<file path="src/rtl/core/cwsj_pkg.sv">
// Shared types, constants and codes for the checkweigher stability judge.
package cwsj_pkg;

  localparam int unsigned STABLE_COUNT_DEF = 32;

  localparam int unsigned WEIGHT_W   = 32;
  localparam int unsigned NOMINAL_W  = 31;
  localparam int unsigned BAND_W     = 27;
  localparam int unsigned CFG_IDX_W  = 2;
  localparam int unsigned OUT_DATA_W = 40;

  // floor(x / 5) == (x * RECIP5) >> 34 for any 32-bit x
  localparam logic [31:0] RECIP5       = 32'hCCCC_CCCD;
  localparam int unsigned RECIP5_SHIFT = 34;

  localparam logic signed [WEIGHT_W-1:0] FLOOR_KG_MG = 32'sd10000;
  localparam logic signed [WEIGHT_W-1:0] FLOOR_G_MG  = 32'sd2000;
  localparam logic [BAND_W-1:0]          ZERO_NOM_BAND_MG = 27'd1000;

  typedef enum logic [CFG_IDX_W-1:0] {
    CFG_UNIT_IS_KG = 2'd0,
    CFG_NOMINAL    = 2'd1,
    CFG_TOLERANCE  = 2'd2
  } cfg_idx_t;

  typedef enum logic [1:0] {
    JDG_NONE = 2'd0,
    JDG_PASS = 2'd1,
    JDG_FAIL = 2'd2
  } judge_t;

  // settings derived from the config registers, ready for the judge stage
  typedef struct packed {
    logic                      unit_is_kg;
    logic [BAND_W-1:0]         band;
    logic signed [WEIGHT_W-1:0] lo;
    logic signed [WEIGHT_W:0]   hi;
  } cwsj_cfg_t;

endpackage

</file>
<file path="src/rtl/core/cwsj_judge.sv">
// Stability counter, judgement state and the result register.
module cwsj_judge #(
  parameter int unsigned STABLE_COUNT = cwsj_pkg::STABLE_COUNT_DEF
) (
  input  logic                               clk,
  input  logic                               rst_n,
  input  cwsj_pkg::cwsj_cfg_t                cfg_i,
  input  logic                               in_valid,
  input  logic signed [cwsj_pkg::WEIGHT_W-1:0] in_weight,
  input  logic                               in_fresh,
  output logic                               take,
  output logic                               out_tvalid,
  input  logic                               out_tready,
  output logic [cwsj_pkg::OUT_DATA_W-1:0]    out_tdata
);
  import cwsj_pkg::*;

  localparam int unsigned RUN_W = $clog2(STABLE_COUNT + 1);
  localparam logic [RUN_W-1:0] RUN_MAX = RUN_W'(STABLE_COUNT);
  localparam int unsigned MUL_W = WEIGHT_W + 4;

  logic signed [WEIGHT_W-1:0] prev_r, prev_nxt;
  logic signed [WEIGHT_W-1:0] latched_r, latched_nxt;
  logic [RUN_W-1:0]           run_r, run_nxt;
  judge_t                     status_r, status_nxt;
  logic                       out_valid_r;
  logic [OUT_DATA_W-1:0]      out_data_r, out_data_nxt;

  logic signed [WEIGHT_W:0]   diff;
  logic [WEIGHT_W:0]          abs_diff;
  logic                       in_band;
  logic                       prev_above;
  logic                       stable;
  logic signed [WEIGHT_W-1:0] floor_mg;
  logic                       in_window;
  logic signed [MUL_W-1:0]    w_ext, l_ext, w10, l9, l11;
  logic                       drifted;

  assign take = in_valid && (!out_valid_r || out_tready);

  always_comb begin
    diff       = {in_weight[WEIGHT_W-1], in_weight} - {prev_r[WEIGHT_W-1], prev_r};
    abs_diff   = diff[WEIGHT_W] ? unsigned'(-diff) : unsigned'(diff);
    in_band    = abs_diff <= (WEIGHT_W+1)'(cfg_i.band);
    prev_above = prev_r > $signed(WEIGHT_W'(cfg_i.band));

    run_nxt  = run_r;
    prev_nxt = prev_r;
    if (in_fresh) begin
      if (in_band) begin
        if (prev_above && (run_r < RUN_MAX))
          run_nxt = run_r + 1'b1;
      end else begin
        run_nxt = '0;
      end
      prev_nxt = in_weight;
    end
    stable = run_nxt >= RUN_MAX;

    floor_mg  = cfg_i.unit_is_kg ? FLOOR_KG_MG : FLOOR_G_MG;
    in_window = (in_weight >= cfg_i.lo) &&
                ($signed({in_weight[WEIGHT_W-1], in_weight}) <= cfg_i.hi);

    // exact 90% / 110% drift test
    w_ext   = MUL_W'(in_weight);
    l_ext   = MUL_W'(latched_r);
    w10     = (w_ext <<< 3) + (w_ext <<< 1);
    l9      = (l_ext <<< 3) + l_ext;
    l11     = (l_ext <<< 3) + (l_ext <<< 1) + l_ext;
    drifted = (w10 <= l9) || (w10 >= l11);

    status_nxt  = status_r;
    latched_nxt = latched_r;
    if (stable) begin
      if (in_weight <= floor_mg) begin
        status_nxt  = JDG_NONE;
        latched_nxt = '0;
      end else if (status_r == JDG_NONE) begin
        status_nxt  = in_window ? JDG_PASS : JDG_FAIL;
        latched_nxt = in_weight;
      end
    end else if ((latched_r != '0) && drifted) begin
      status_nxt  = JDG_NONE;
      latched_nxt = '0;
    end

    out_data_nxt = {(OUT_DATA_W - WEIGHT_W - 3)'(0), stable, status_nxt, in_weight};
  end

  always_ff @(posedge clk) begin
    if (!rst_n) begin
      prev_r    <= '0;
      latched_r <= '0;
      run_r     <= '0;
      status_r  <= JDG_NONE;
    end else if (take) begin
      prev_r    <= prev_nxt;
      latched_r <= latched_nxt;
      run_r     <= run_nxt;
      status_r  <= status_nxt;
    end
  end

  always_ff @(posedge clk) begin
    if (!rst_n) begin
      out_valid_r <= 1'b0;
    end else if (take) begin
      out_valid_r <= 1'b1;
    end else if (out_tready) begin
      out_valid_r <= 1'b0;
    end
  end

  always_ff @(posedge clk) begin
    if (take) begin
      out_data_r <= out_data_nxt;
    end
  end

  assign out_tvalid = out_valid_r;
  assign out_tdata  = out_data_r;

  a_run_bounded: assert property (@(posedge clk) disable iff (!rst_n)
    run_r <= RUN_MAX)
    else $error("stable run counter past its limit");

  a_latch_tracks_status: assert property (@(posedge clk) disable iff (!rst_n)
    (status_r == JDG_NONE) == (latched_r == '0))
    else $error("latched weight and status out of step");

  a_stale_keeps_prev: assert property (@(posedge clk) disable iff (!rst_n)
    take && !in_fresh |=> $stable(prev_r) && $stable(run_r))
    else $error("non-fresh word moved the stability state");

  a_idle_keeps_status: assert property (@(posedge clk) disable iff (!rst_n)
    !take |=> $stable(status_r) && $stable(latched_r))
    else $error("judgement changed without a word");

endmodule

</file>
<file path="config.mk">
export PLATFORM = sky130hd
export DESIGN_NAME = cwsj_judge
export DESIGN_NICKNAME = d
export VERILOG_FILES = /design/src/rtl/core/cwsj_pkg.sv /design/src/rtl/core/cwsj_judge.sv
export SDC_FILE = /design/constraint.sdc
export NUM_CORES = 1
export LEC_CHECK = 0
export BUFFER_PORTS_ARGS = -buffer_cell sky130_fd_sc_hd__buf_2
export CORE_ASPECT_RATIO = 1.25
export CORE_MARGIN = 2
export CORE_UTILIZATION = 52
export DETAILED_ROUTE_END_ITERATION = 12
export GPL_TIMING_DRIVEN = 0
export MAX_ROUTING_LAYER = met4
export PLACE_DENSITY = 0.8
export SYNTH_ARGS = -nofsm -noshare
export SYNTH_HDL_FRONTEND = slang
export SYNTH_SLANG_ARGS = --single-unit
</file>
<file path="constraint.sdc">
create_clock -name clk -period 9.2 [get_ports clk]
set_input_delay 0.92 -clock clk [delete_from_list [all_inputs] [get_ports clk]]
set_output_delay 0.92 -clock clk [all_outputs]
set_load 0.005 [all_outputs]
</file>
* Yosys cells after proc, flatten, opt, wreduce, memory -nomap -nowiden
Index checks and enable logic that the tools add are counted.
** Storage, ports and cells
- Flip-flop bits (word level) :: 108
- Word-level logic and storage cells :: 52
- Memories kept :: 0
- Input port bits :: 130
- Memory bits (read-only) :: 0
- Latch bits :: 0
- Output and inout bits :: 42
- Memory bits (writable) :: 0
** Cells by class
- Multipliers :: 0
- $add $sub $neg :: 7
- Reductions and logical operators :: 13
- Bitwise operators :: 0
- Order comparisons :: 9
- Div/mod/pow operators :: 0
- Equal/unequal tests :: 1
- Mux-type cells :: 16
- Shifts and indexed selects :: 0
** Operator list (count)
- $mux 32 :: 4
- $add 35x33->36 :: 2
- $add 35x32->36 :: 1
- $add 36x32->36 :: 1
- $ge 36x36->1 :: 1
- $le 36x36->1 :: 1
- $le 32x33->1 :: 1
- $le 33x27->1 :: 1
- $mux 33 :: 1
- $neg 33->33 :: 1
- $sub 32x32->33 :: 1
- $ge 32x32->1 :: 1
- $gt 32x28->1 :: 1
- $le 32x15->1 :: 1
- $reduce_bool 32->1 :: 1
- $mux 6 :: 3
- $mux 14 :: 1
- $mux 2 :: 5
- $add 6x1->6 const B :: 1
- $ge 6x6->1 const B :: 1
- $lt 6x6->1 const B :: 1
- $logic_and 1x1->1 :: 4
- $reduce_bool 2->1 :: 2
- $ne 3x1->1 const B :: 1
- 6 further kinds :: 8

* Longest topological paths before layout
Gate-level depths: netlist of the first run.
- Word-level depth :: 9
- Gate-level depth with buffers :: 34
- Mapped depth without buffers :: 32

* Least setup slack after synthesis of the first run
OpenSTA, ideal clock, no wires.
- Path kind :: input-to-reg
- From :: input port in_weight[0] (netlist name)
- To :: register latched_r[4]
- Path buffers :: 2
- Arrival time :: 6.715 ns
- Data required time :: 9.128 ns
- Cell stages on the path :: 28
- Slack :: 2.414 ns
- Setup time :: 0.072 ns
- Cell sequence :: ha_1 fa_1 a21o_1 a21oi_1 nor2b_1 o21a_1 o31a_1 a41oi_1 a21oi_1 a221o_1 o41a_1 a211o_1 a21oi_1 o21bai_1 a311o_1 a21oi_1 xnor2_1 ha_1 nand4_1 nor4_1 a221oi_1 mux2i_1 o32a_1 nor3_2 a211o_1 buf_6 buf_12 mux2i_1
** On the way
- Cells in the longest elaborated chain, start to end :: 9
- Elaborated cells between the ends (all ways) :: 18
- Those cells by class :: 3 x add/sub; 5 x order compare; 1 x eq/ne; 5 x mux; 4 x reduce/logical
** RTL lines
- start, declared :: line cwsj_judge.sv:9 : input logic signed [cwsj_pkg::WEIGHT_W-1:0] in_weight,
- $sub 32x32->33 :: line cwsj_judge.sv:42 : diff = {in_weight[WEIGHT_W-1], in_weight} - {prev_r[WEIGHT_W-1], prev_r};
- $neg 33->33 :: line cwsj_judge.sv:43 : abs_diff = diff[WEIGHT_W] ? unsigned'(-diff) : unsigned'(diff);
- $mux 33 :: line cwsj_judge.sv:43
- $le 33x27->1 :: line cwsj_judge.sv:44 : in_band = abs_diff <= (WEIGHT_W+1)'(cfg_i.band);
- $mux 6 :: line cwsj_judge.sv:50 : if (in_band) begin
- $mux 6 :: line cwsj_judge.sv:49 : if (in_fresh) begin
- $ge 6x6->1 :: line cwsj_judge.sv:58 : stable = run_nxt >= RUN_MAX;
- $ne 3x1->1 (no line) or $reduce_bool 2->1 (tied branches)
- $reduce_and 3->1 (no line)
- end signal, assigned :: line cwsj_judge.sv:98 : latched_r <= latched_nxt;
- end, declared :: line cwsj_judge.sv:23 : logic signed [WEIGHT_W-1:0] latched_r, latched_nxt;
Parallel ways exist; a longest one is shown, timed or not.
A chain may end at the register's enable or synchronous reset.

* Worst setup path in the final report of the first run
- From :: input port in_weight[0] (netlist name)
- To :: register latched_r[8]
Same word-level chain as after synthesis.

==> key figures, run 1 <==
Run status
  – Outcome: finished, final reports clean

Synth
  – Flops & latches, synth: 108
  – Post-synth design cell area: approximately 16,000 sq um
  – Post-synth cell types: 90
  – Ys flop type: dfxtp_1
  – Sequential-to-total area share from yosys stat: 15.40%
  – Post-synth EDFFs: 35
  – Largest family of logic cells by synthesized area: adder cells
  – Syn avg cell area: between 8 and 9 sq um
  – Mux share of post-synthesis cell area: 2.147%
  – Post-Syn Instances: 1,999
  – Adder-Cell Fraction of Synth Area: 28.94%
  – Ys async rst share: 0%
  – Area share of and/or/nand/nor cells after synthesis: 18.21%
  – Yosys warns: 0
  – Synth Area in Compound Gates: 21.80%
  – Post-Synth XOR/XNOR Area: 7.669%

GRT
  – First-pass GRT wire length: 77,360 microns
  – Total track usage: 30.30%
  – Largest net degree at the start of global routing: 25
  – Vias in the first global route: between 15,000 and 20,000
  – Grt ovf: 0
  – Initial antenna violation count: 0

Placement
  – Pre-CTS WS: ~990 ps
  – DP Area: 17,690 sq um
  – RePlAce Congestion: 0.9731
  – IO buf count: 165
  – Final HPWL from detailed placement: between 30,000 and 40,000 microns

Timing
  – Rel. slew slack: 43.64%
  – Final WS setup: roughly 1200 ps
  – Worst slew pin tran: 839.0 ps
  – RSZ-0062 raised after global routing: no
  – Layout Skew: 13.27 ps
  – Fmax: 124.3 MHz
  – Final hold vios: 0
  – Setup violators final: 0
  – Final setup TNS: 0 ps
  – Count of final max-slew check failures: 0
  – Crit path time final: 8048 ps
  – Tcrit/Tclk final: 87.48%

Power and ir drop
  – Combinational fraction of design power: between 40 and 50%
  – Internal: 1074 uW
  – Clock power share: 23.6%
  – Worst vdd ir: between 0.00008 and 0.00009 V
  – Leakage power: 0.008629 uW
  – Reg power frac: 29.1%
  – P_sw: 709.4 uW
  – Power consumption: 1784 uW
  – Net Sw Frac: 39.77%
  – Power per cell area: 99.09 nW/um^2

Final layout
  – Final net count: 2,667
  – Filler cell count: 2,805
  – Final core utilization: 58.25%
  – Reg area: 2512 sq um
  – Area occupied by multi-input gates: 12,870 sq um
  – Fraction of layout cells with a size suffix above 1: 11.30%
  – Fin area: roughly 18,000 sq um
  – Antenna cells: 0
  – Synth-to-Final Area Change: 10.33%

Die
  – Row Count: 72
  – Core footprint: 30,900 sq um
  – I/O Pins: approximately 170
  – Die width: 162.4 microns
  – Die H: 202.0 microns
  – Die Area: 32,820 sq um
  – Initial Util: 52.80%

Hold path
  – HP Class: flop to flop
  – Hold Path Depth: 2
  – Worst hold endpoint: prev_r[30]
  – Min-delay src: prev_r[30]

Setup path
  – Startpoint Class: input pin
  – Crit end category: flop
  – Crit path arrival time: approximately 8300 ps
  – Most used cell, CP: a21oi_1
  – Critical path type: input pin to flop
  – CP Max Fanout: 10
  – R2R Path End: latched_r[8]
  – CP max stage delay: approximately 500 ps
  – R2R cell count: 28
  – Reg2Reg Setup Slack: 1510 ps
  – Critical Path RT: 9490 ps
  – FF-to-FF Start: latched_r[2]
  – Slowest CP cell: nor4_1

Drt
  – Post-DRT Antenna Nets: 0
  – Wire per inst: 18.69 microns
  – 1st-iter DRT viols: 851
  – Via density per instance: 6.000
  – First-pass DRT Iterations: 5
  – Via count: 15,550
  – Drc violations: 0
  – Routed wire length: 48,440 microns

Run
  – Total of max-cap violations: 0

Clock tree
  – Worst-path clk slew: 80 ps
  – CTS H-tree depth: 3
  – Clk_lat worst skew: 380 ps
  – Clk buf depth: 2
  – Clock root cell: clkbuf_16
  – Clock Sinks: around 110
  – Setup Buffers After CTS: 0
  – Num CTS Buffers: 9
  – CTS tree: yes
  – # hold bufs at CTS: 0
  – CTS resizes: 0
## area by class of cell
class | instances | area share (%)
Tap cell | 407 | 2.829
Clock inverter | 7 | 0.4588
Sequential cell | 108 | 13.96
Clock buffer | 9 | 1.251
Inverter | 186 | 3.879
Buffer | 43 | 1.390
Multi-Input combinational cell | 1666 | 71.49
Timing Repair Buffer | 166 | 4.741
## synth_stat cells (42+ instances only)
| cell | instances | area, sq um |
|---|---|---|
| o21ai_0 | 100 | 500.5 |
| nand3_1 | 71 | 355.3 |
| inv_1 | 186 | 698.2 |
| a21o_1 | 71 | 533.0 |
| dfxtp_1 | 73 | 1461 |
| nand4_1 | 54 | 337.8 |
| xor2_1 | 53 | 464.2 |
| a21oi_1 | 165 | 825.8 |
| xnor2_1 | 88 | 770.7 |
| nor2b_1 | 42 | 262.8 |
| nor2_1 | 90 | 337.8 |
| nand2_1 | 172 | 645.6 |
| ha_1 | 323 | 4041 |
## power groups by stage
stage	clock network [uW]	logic [uW]	registers, uW
floorplan	0	581	528
global placement	0	792	530
detailed placement	0	824	530
CTS	428	830	519
global route	441	941	521
finish	420	844	519
## cells in the final DEF (no fill, tap or decap), types with 11 or more instances in the layout
cell type,n
o21a_1,30
nor3_1,29
nor4_1,16
a21o_1,71
nand3_1,71
nor2_1,90
and2_1,14
nand2_1,172
edfxtp_1,35
a21oi_1,165
inv_1,186
o21bai_1,20
xor2_1,53
or2_2,17
nand4_1,54
dfxtp_1,73
fa_1,34
a31oi_1,13
nand2b_1,33
mux2i_1,35
buf_2,173
a21boi_0,40
xnor2_1,88
clkbuf_1,25
nor2b_1,42
o21ai_0,100
o31ai_1,11
ha_1,323
## per-layer routing
metal | up-vias | global-route usage [%] | part of all wire (%) | routed length, microns
li1 | 7605 | - | - | -
met1 | 7366 | 33.75 | 40 | 19450
met2 | 437 | 52.51 | 49 | 23870
met3 | 145 | 2.893 | 4.2 | 2047
met4 | 0 | 17.76 | 6.3 | 3068
met5 | - | - | 0 | 0
## sequential cells by signal (all words and copies together), names as in the netlist, named ones only
register	cells
out_tvalid	1
latched_r	32
status_r	2
run_r	1
prev_r	32
out_tdata	35
## critical path: cells and delay by family
family                   cells  cell delay [ps]
AND/OR/NAND/NOR              5             1280
buffers and inverters        5             1180
AO/OA/AOI/OAI               13             3480
adder cells (fa/ha/maj)      3             1080
multiplexers                 1              200
XOR/XNOR                     1              170
## cells by family (layout without fill, tap and decap cells)
kind of cell,Yosys count,in the layout
AOI/OAI and AO/OA,546,546
xor gates and xnor gates,142,142
adders and majority gates,357,357
buffers and inverters,229,411
DFF,108,108
muxes,35,35
other,1,5
and+or+nand+nor,581,581
## worst max-delay path by stage
stage | depth (start not counted) | endpoint | slack, ps | startpoint
floorplan | 28 | latched_r[4] | 2410 | in_weight[0]
global placement | 31 | out_tdata[32] | 1140 | in_weight[0]
detailed placement | 31 | latched_r[19] | 990 | in_weight[0]
CTS | 31 | latched_r[19] | 1340 | in_weight[0]
global route | 31 | latched_r[19] | 730 | in_weight[0]
finish | 28 | latched_r[8] | 1150 | in_weight[0]
## metrics by stage
step | hold WS [ps] | cells
3_5_place_dp | 459.8 | 2576
2_1_floorplan | 443.5 | 2003
5_1_grt | 484.9 | 2592
3_3_place_gp | 452.5 | 2575
6_report | 468.3 | 2592
4_1_cts | 471.3 | 2592
Power figures use the tool's default switching activity.
==> run 2, diff against run 1 <==
--- a/config.mk
+++ b/config.mk
@@ -7,8 +7,8 @@
 export LEC_CHECK = 0
 export BUFFER_PORTS_ARGS = -buffer_cell sky130_fd_sc_hd__buf_2
 export CORE_ASPECT_RATIO = 1.25
-export CORE_MARGIN = 2
 export CORE_UTILIZATION = 52
+export CTS_CLUSTER_DIAMETER = 40
 export DETAILED_ROUTE_END_ITERATION = 12
 export GPL_TIMING_DRIVEN = 0
 export MAX_ROUTING_LAYER = met4
==> run 2 against run 1 <==
Compared with the run above:
- register-to-register slack improved by 60 ps
- wire length shrank 1.1%
- critical path depth rose by 3
- cell count barely moved
- combinational power is 0.6% lower
- fmax grew 1.4%
- via count is 1.1% lower
- sequential share of layout area about the same
- sequential cell count unchanged
- hold slack improved by 22 ps
- final area decreased by 0.16%
- first-iteration DRC count fell by 11%
- critical path type unchanged
- critical endpoint is now latched_r[21]
- highest routed layer unchanged
==> key figures, run 2 (same netlist as run 1, synthesis figures left out) <==
Drt
  – First-pass DRT Iterations: 5 (unchanged)
  – Via count: 15,390 (was 15,550)
  – 1st-iter DRT viols: 758 (was 851)
  – Wire per inst: 18.48 microns (was 18.69 microns)
  – Via density per instance: 5.939 (was 6.000)
  – Drc violations: 0 (unchanged)
  – Routed wire length: 47,880 microns (was 48,440 microns)
  – Post-DRT Antenna Nets: 0 (unchanged)

Timing
  – RSZ-0062 raised after global routing: no (unchanged)
  – Final setup TNS: 0 ps (unchanged)
  – Final hold vios: 0 (unchanged)
  – Count of final max-slew check failures: 0 (unchanged)
  – Worst slew pin tran: 889.6 ps (was 839.0 ps)
  – Setup violators final: 0 (unchanged)
  – Layout Skew: 25.82 ps (was 13.27 ps)
  – Crit path time final: 7934 ps (was 8048 ps)
  – Fmax: 126.0 MHz (was 124.3 MHz)
  – Rel. slew slack: 40.69% (was 43.64%)
  – Tcrit/Tclk final: 86.24% (was 87.48%)

Run status
  – Outcome: finished, final reports clean (unchanged)

GRT
  – Largest net degree at the start of global routing: 39 (was 25)
  – First-pass GRT wire length: 76,090 microns (was 77,360 microns)
  – Vias in the first global route: 15,420 (was 15,750)
  – Initial antenna violation count: 0 (unchanged)
  – Grt ovf: 0 (unchanged)
  – Total track usage: 30.76% (was 30.30%)

Setup path
  – Crit path arrival time: 8240 ps (was 8340 ps)
  – Reg2Reg Setup Slack: 1570 ps (was 1510 ps)
  – Critical path type: input pin to flop (unchanged)
  – R2R cell count: 30 (was 28)
  – Critical Path RT: 9500 ps (was 9490 ps)
  – Slowest CP cell: a21oi_1 (was nor4_1)
  – R2R Path End: latched_r[14] (was latched_r[8])
  – Stages on worst setup path: 31 (was 28)
  – CP startpoint: in_weight[0] (unchanged)
  – CP Max Fanout: 10 (unchanged)
  – Crit end category: flop (unchanged)
  – Startpoint Class: input pin (unchanged)
  – CP Buf/Inv Count: 5 (unchanged)
  – FF-to-FF Start: latched_r[2] (unchanged)
  – Critical path capture point: latched_r[21] (was latched_r[8])
  – CP max stage delay: 510 ps (about the same)
  – Top delay family on crit path: compound AO/OA/AOI/OAI gates (unchanged)

Run
  – Total of max-cap violations: 0 (unchanged)

Die
  – Core footprint: 30,900 sq um (unchanged)
  – Row Count: 72 (unchanged)
  – I/O Pins: 172 (unchanged)
  – Die H: 200.0 microns (was 202.0 microns)
  – Die width: 160.4 microns (was 162.4 microns)
  – Die Area: 32,090 sq um (was 32,820 sq um)
  – Initial Util: 52.80% (unchanged)

Clock tree
  – Clk_lat worst skew: 390 ps (was 380 ps)
  – # hold bufs at CTS: 0 (unchanged)
  – Clock root cell: clkbuf_16 (unchanged)
  – Clk buf depth: 2 (unchanged)
  – Worst-path clk slew: 100 ps (was 80 ps)
  – CTS H-tree depth: 3 (unchanged)
  – Setup Buffers After CTS: 0 (unchanged)
  – Clock Sinks: 108 (unchanged)
  – CTS tree: yes (unchanged)
  – Num CTS Buffers: 9 (unchanged)
  – CTS resizes: 0 (unchanged)

Placement
  – IO buf count: 165 (unchanged)
  – Dpl cells: 2,575 (was 2,576)
  – RePlAce Congestion: 1.011 (was 0.9731)
  – Final HPWL from detailed placement: 39,610 microns (was 39,760 microns)

Final layout
  – Final net count: 2,666 (was 2,667)
  – Synth-to-Final Area Change: 10.15% (was 10.33%)
  – Max reg flops: 35 (unchanged)
  – Filler cell count: 2,775 (was 2,805)
  – Commonest non-fill, non-tap cell in the layout: ha_1 (unchanged)
  – Post-Layout Cell Count: 2,591 (was 2,592)
  – Antenna cells: 0 (unchanged)
  – Commonest cells after routing, fill and taps aside: 323 x ha_1, 185 x inv_1, 173 x buf_2 (was 323 x ha_1, 186 x inv_1, 173 x buf_2)
  – Fraction of layout cells with a size suffix above 1: 11.26% (was 11.30%)

Power and ir drop
  – Worst vdd ir: 0.00007849 V (was 0.00008538 V)
  – Power per cell area: 99.29 nW/um^2 (was 99.09 nW/um^2)
  – Leakage power: 0.008613 uW (was 0.008629 uW)
  – Power consumption: 1784 uW (about the same)

Hold path
  – HP Class: flop to flop (unchanged)
  – Hold Path Depth: 2 (unchanged)
run 2: how the worst min path moves through the flow:
stage / startpoint / endpoint
finish: prev_r[29] / prev_r[29]
global route: prev_r[29] / prev_r[29]
CTS: prev_r[29] / prev_r[29]
detailed placement: prev_r[29] / prev_r[29]
global placement: prev_r[29] / prev_r[29]
floorplan: prev_r[29] / prev_r[29]
run 2: layout make-up:
class                           instances  area, sq um  area share [%]
Multi-Input combinational cell       1666        12870           71.61
Sequential cell                       108         2512           13.98
Timing Repair Buffer                  165        825.8           4.595
Inverter                              186        698.2           3.885
Tap cell                              407        509.2           2.834
Buffer                                 43        250.2           1.392
Clock buffer                            9        225.2           1.253
Clock inverter                          7        81.33          0.4526
run 2: per-stage QoR:
stage / util, % / hold WS [ps] / instance area, sq um / setup slack (ps)
finish: 58.16 / 490.5 / 17970 / 1266
global route: 58.16 / 528.3 / 17970 / 752.2
CTS: 58.16 / 486.6 / 17970 / 1385
detailed placement: 57.17 / 473.7 / 17660 / 996.5
global placement: 57.17 / 453.2 / 17660 / 1087
floorplan: - / 443.5 / 16330 / 2414
run 2: power by group:
group | internal, uW | leakage (uW) | total, uW | switching, uW
Clock | 217 | 0.000148 | 426 | 209
Sequential | 509 | 0.000932 | 519 | 10.2
Combinational | 347 | 0.00753 | 839 | 492
run 2: tightest hold or removal path, cell delays in order (launching register included):
cell	delay, ps
dfxtp_1	330
nand2_1	50
a21boi_0	70
run 2: metal layers:
layer	part of all wire [%]	vias up	track usage, %
met2	49	446	53.98
met5	0	-	-
met3	4.0	138	2.727
met1	41	7202	34.07
li1	-	7601	-
met4	5.9	0	18.41
==> run 3, diff against run 2 <==
--- a/config.mk
+++ b/config.mk
@@ -6,13 +6,15 @@
 export NUM_CORES = 1
 export LEC_CHECK = 0
 export BUFFER_PORTS_ARGS = -buffer_cell sky130_fd_sc_hd__buf_2
+export CELL_PAD_IN_SITES_DETAIL_PLACEMENT = 1
+export CELL_PAD_IN_SITES_GLOBAL_PLACEMENT = 1
 export CORE_ASPECT_RATIO = 1.25
-export CORE_UTILIZATION = 52
+export CORE_UTILIZATION = 42
 export CTS_CLUSTER_DIAMETER = 40
 export DETAILED_ROUTE_END_ITERATION = 12
 export GPL_TIMING_DRIVEN = 0
 export MAX_ROUTING_LAYER = met4
-export PLACE_DENSITY = 0.8
+export PLACE_DENSITY = 0.87
 export SYNTH_ARGS = -nofsm -noshare
 export SYNTH_HDL_FRONTEND = slang
 export SYNTH_SLANG_ARGS = --single-unit
==> constraint.sdc (replaced) <==
create_clock -name clk -period 6.8 [get_ports clk]
set_input_delay 0.68 -clock clk [delete_from_list [all_inputs] [get_ports clk]]
set_output_delay 0.68 -clock clk [all_outputs]
set_load 0.005 [all_outputs]
==> run 3 against run 2 <==
Compared with the run above:
- total power is 42% higher
- critical path depth fell by 1
- sequential power is 35% higher
- critical path type unchanged
- largest cell class unchanged
- largest power group unchanged
- highest routed layer unchanged
==> key figures, run 3 (same netlist as run 1, synthesis figures left out) <==
Run status
  – Outcome: finished, final reports clean (unchanged)

Timing
  – Final hold vios: 0 (unchanged)
  – Tcrit/Tclk final: between 90% and 100%
  – Final WS setup: 142.4 ps (was 1266 ps)
  – RSZ-0062 raised after global routing: yes (was no)
  – Crit path time final: 6658 ps
  – Layout Skew: 14.78 ps (was 25.82 ps)
  – Rel. slew slack: 22.73% (was 40.69%)
  – Fmax: 150.2 MHz
  – Setup violators final: 0 (unchanged)
  – Count of final max-slew check failures: 0 (unchanged)
  – Final setup TNS: 0 ps (unchanged)
  – Worst slew pin tran: 1148 ps (was 889.6 ps)

Clock tree
  – CTS H-tree depth: 3 (unchanged)
  – Num CTS Buffers: 9 (unchanged)
  – # hold bufs at CTS: 0 (unchanged)
  – Worst-path clk slew: 80 ps (was 100 ps)
  – Clk buf depth: 2 (unchanged)
  – Clock Sinks: 108 (unchanged)
  – Clock root cell: clkbuf_16 (unchanged)
  – Clk_lat worst skew: 400 ps (was 390 ps)
  – CTS tree: yes (unchanged)

Die
  – Die H: 222.4 microns (was 200.0 microns)
  – Row Count: 80 (was 72)
  – Initial Util: 42.67% (was 52.80%)
  – Die width: 178.3 microns (was 160.4 microns)
  – I/O Pins: 172 (unchanged)
  – Die Area: 39,640 sq um (was 32,090 sq um)
  – Core footprint: 38,240 sq um (was 30,900 sq um)

GRT
  – Vias in the first global route: 17,620 (was 15,420)
  – Grt ovf: 0 (unchanged)
  – Total track usage: 30.82% (was 30.76%)
  – First-pass GRT wire length: 92,440 microns (was 76,090 microns)
  – Initial antenna violation count: 7 (was 0)
  – Largest net degree at the start of global routing: 39 (unchanged)

Run
  – Total of max-cap violations: 0 (unchanged)

Final layout
  – Commonest non-fill, non-tap cell in the layout: ha_1 (unchanged)
  – Max reg flops: 35 (unchanged)
  – Fraction of layout cells with a size suffix above 1: 15.37% (was 11.26%)
  – Commonest cells after routing, fill and taps aside: 321 x ha_1, 184 x inv_1, 172 x nand2_1 (was 323 x ha_1, 185 x inv_1, 173 x buf_2)
  – Final net count: 2,701 (was 2,666)
  – Synth-to-Final Area Change: 15.38% (was 10.15%)
  – Post-Layout Cell Count: 2,718 (was 2,591)

Setup path
  – Crit end category: flop (unchanged)
  – Startpoint Class: input pin (unchanged)
  – Most used cell, CP: a21oi_2
  – CP Max Fanout: 8 (was 10)
  – Critical path type: input pin to flop (unchanged)
  – Crit path arrival time: 6940 ps (was 8240 ps)
  – Slowest CP cell: fa_2 (was a21oi_1)
  – Critical Path RT: 7080 ps (was 9500 ps)
  – CP max stage delay: 370 ps (was 510 ps)

Placement
  – Pre-CTS WS: -1456 ps (was 996.5 ps)
  – Dpl cells: 2,660 (was 2,575)
  – IO buf count: 165 (unchanged)
  – RePlAce Congestion: 0.9690 (was 1.011)
  – Final HPWL from detailed placement: 47,170 microns (was 39,610 microns)

Power and ir drop
  – Worst vdd ir: 0.0001335 V (was 0.00007849 V)
  – Power per cell area: 134.6 nW/um^2 (was 99.29 nW/um^2)
  – Leakage power: 0.008968 uW (was 0.008613 uW)

Drt
  – First-pass DRT Iterations: 5 (unchanged)
  – Wire per inst: 22.23 microns (was 18.48 microns)
  – 1st-iter DRT viols: 807 (was 758)
  – Routed wire length: 60,410 microns (was 47,880 microns)
  – Via count: 16,370 (was 15,390)
  – Drc violations: 0 (unchanged)
  – Post-DRT Antenna Nets: 0 (unchanged)
  – Via density per instance: 6.022 (was 5.939)

Hold path
  – HP Class: flop to flop (unchanged)
-- run 3: changes by cell type in the layout (fill, tap and decap cells not counted), moves of 4 or more --
cell	delta
o21ai_0	-10
buf_2	-8
a21oi_1	-15
diode_2	+7
o21ai_1	+7
dfxtp_1	-10
dfxtp_4	+7
a31oi_1	-4
buf_4	+37
clkbuf_4	+4
a21oi_2	+14
-- run 3: path summary, 6_finish.rpt --
kind,start,endpoint,slack [ps],depth (start not counted)
worst max-delay path,in_weight[2],latched_r[26],140,30
worst max register to register,latched_r[8],latched_r[26],160,25
worst min register to register,prev_r[30],prev_r[30],480,2
worst min-delay path,prev_r[30],prev_r[30],480,2
-- run 3: layout make-up --
| cell class | count | area, sq um |
|---|---|---|
| timing repair buffer | 200 | 1159 |
| multi-input combinational | 1666 | 13210 |
| clock buffer | 12 | 256.5 |
| antenna | 7 | 17.52 |
| inverter | 186 | 698.2 |
| tap | 492 | 615.6 |
| fill | 4723 | 19410 |
| buffer | 43 | 271.5 |
| clock inverter | 4 | 56.30 |
| sequential | 108 | 2542 |
-- run 3: metal layers --
layer	part of all wire (%)	vias to the layer above	global-route usage (%)	wire length (microns)
met5	0	-	-	0
met4	7.3	0	20.80	4411
met3	2.9	214	2.156	1774
met2	51	419	54.02	30640
met1	39	8070	32.86	23580
li1	-	7664	-	-
-- run 3: power breakdown --
part | internal [uW] | total, uW | switching [uW]
Clock | 309 | 585 | 276
Combinational | 509 | 1250 | 739
Sequential | 686 | 701 | 14.7
Total | 1500 | 2530 | 1030
-- run 3: per-stage QoR --
stage                     utilization [%]  power, uW  hold WS [ps]  instance area, sq um
after floorplan                         -       1500         443.5                 16330
after global placement              46.48       1803         450.0                 17770
after detailed placement            46.48       1867         469.0                 17770
after CTS                           48.13       2477         478.3                 18400
after global routing                49.23       2676         512.1                 18820
final                               49.23       2534         480.5                 18820
-- run 3: worst max-delay path, delay by kind of cell --
family	cells	cell delay, ps
buffers and inverters	4	620
AO/OA/AOI/OAI	16	3750
AND/OR/NAND/NOR	5	720
adder cells (fa/ha/maj)	3	860
XOR/XNOR	1	120
multiplexers	1	180
-- run 3: what timing repair did --
action / in CTS / in global routing
setup endpoints to repair: 43 / 36
pin swaps: 17 / 38
cloned: 0 / 2
gates resized for setup: 57 / 56
buffers inserted: 13 / 20
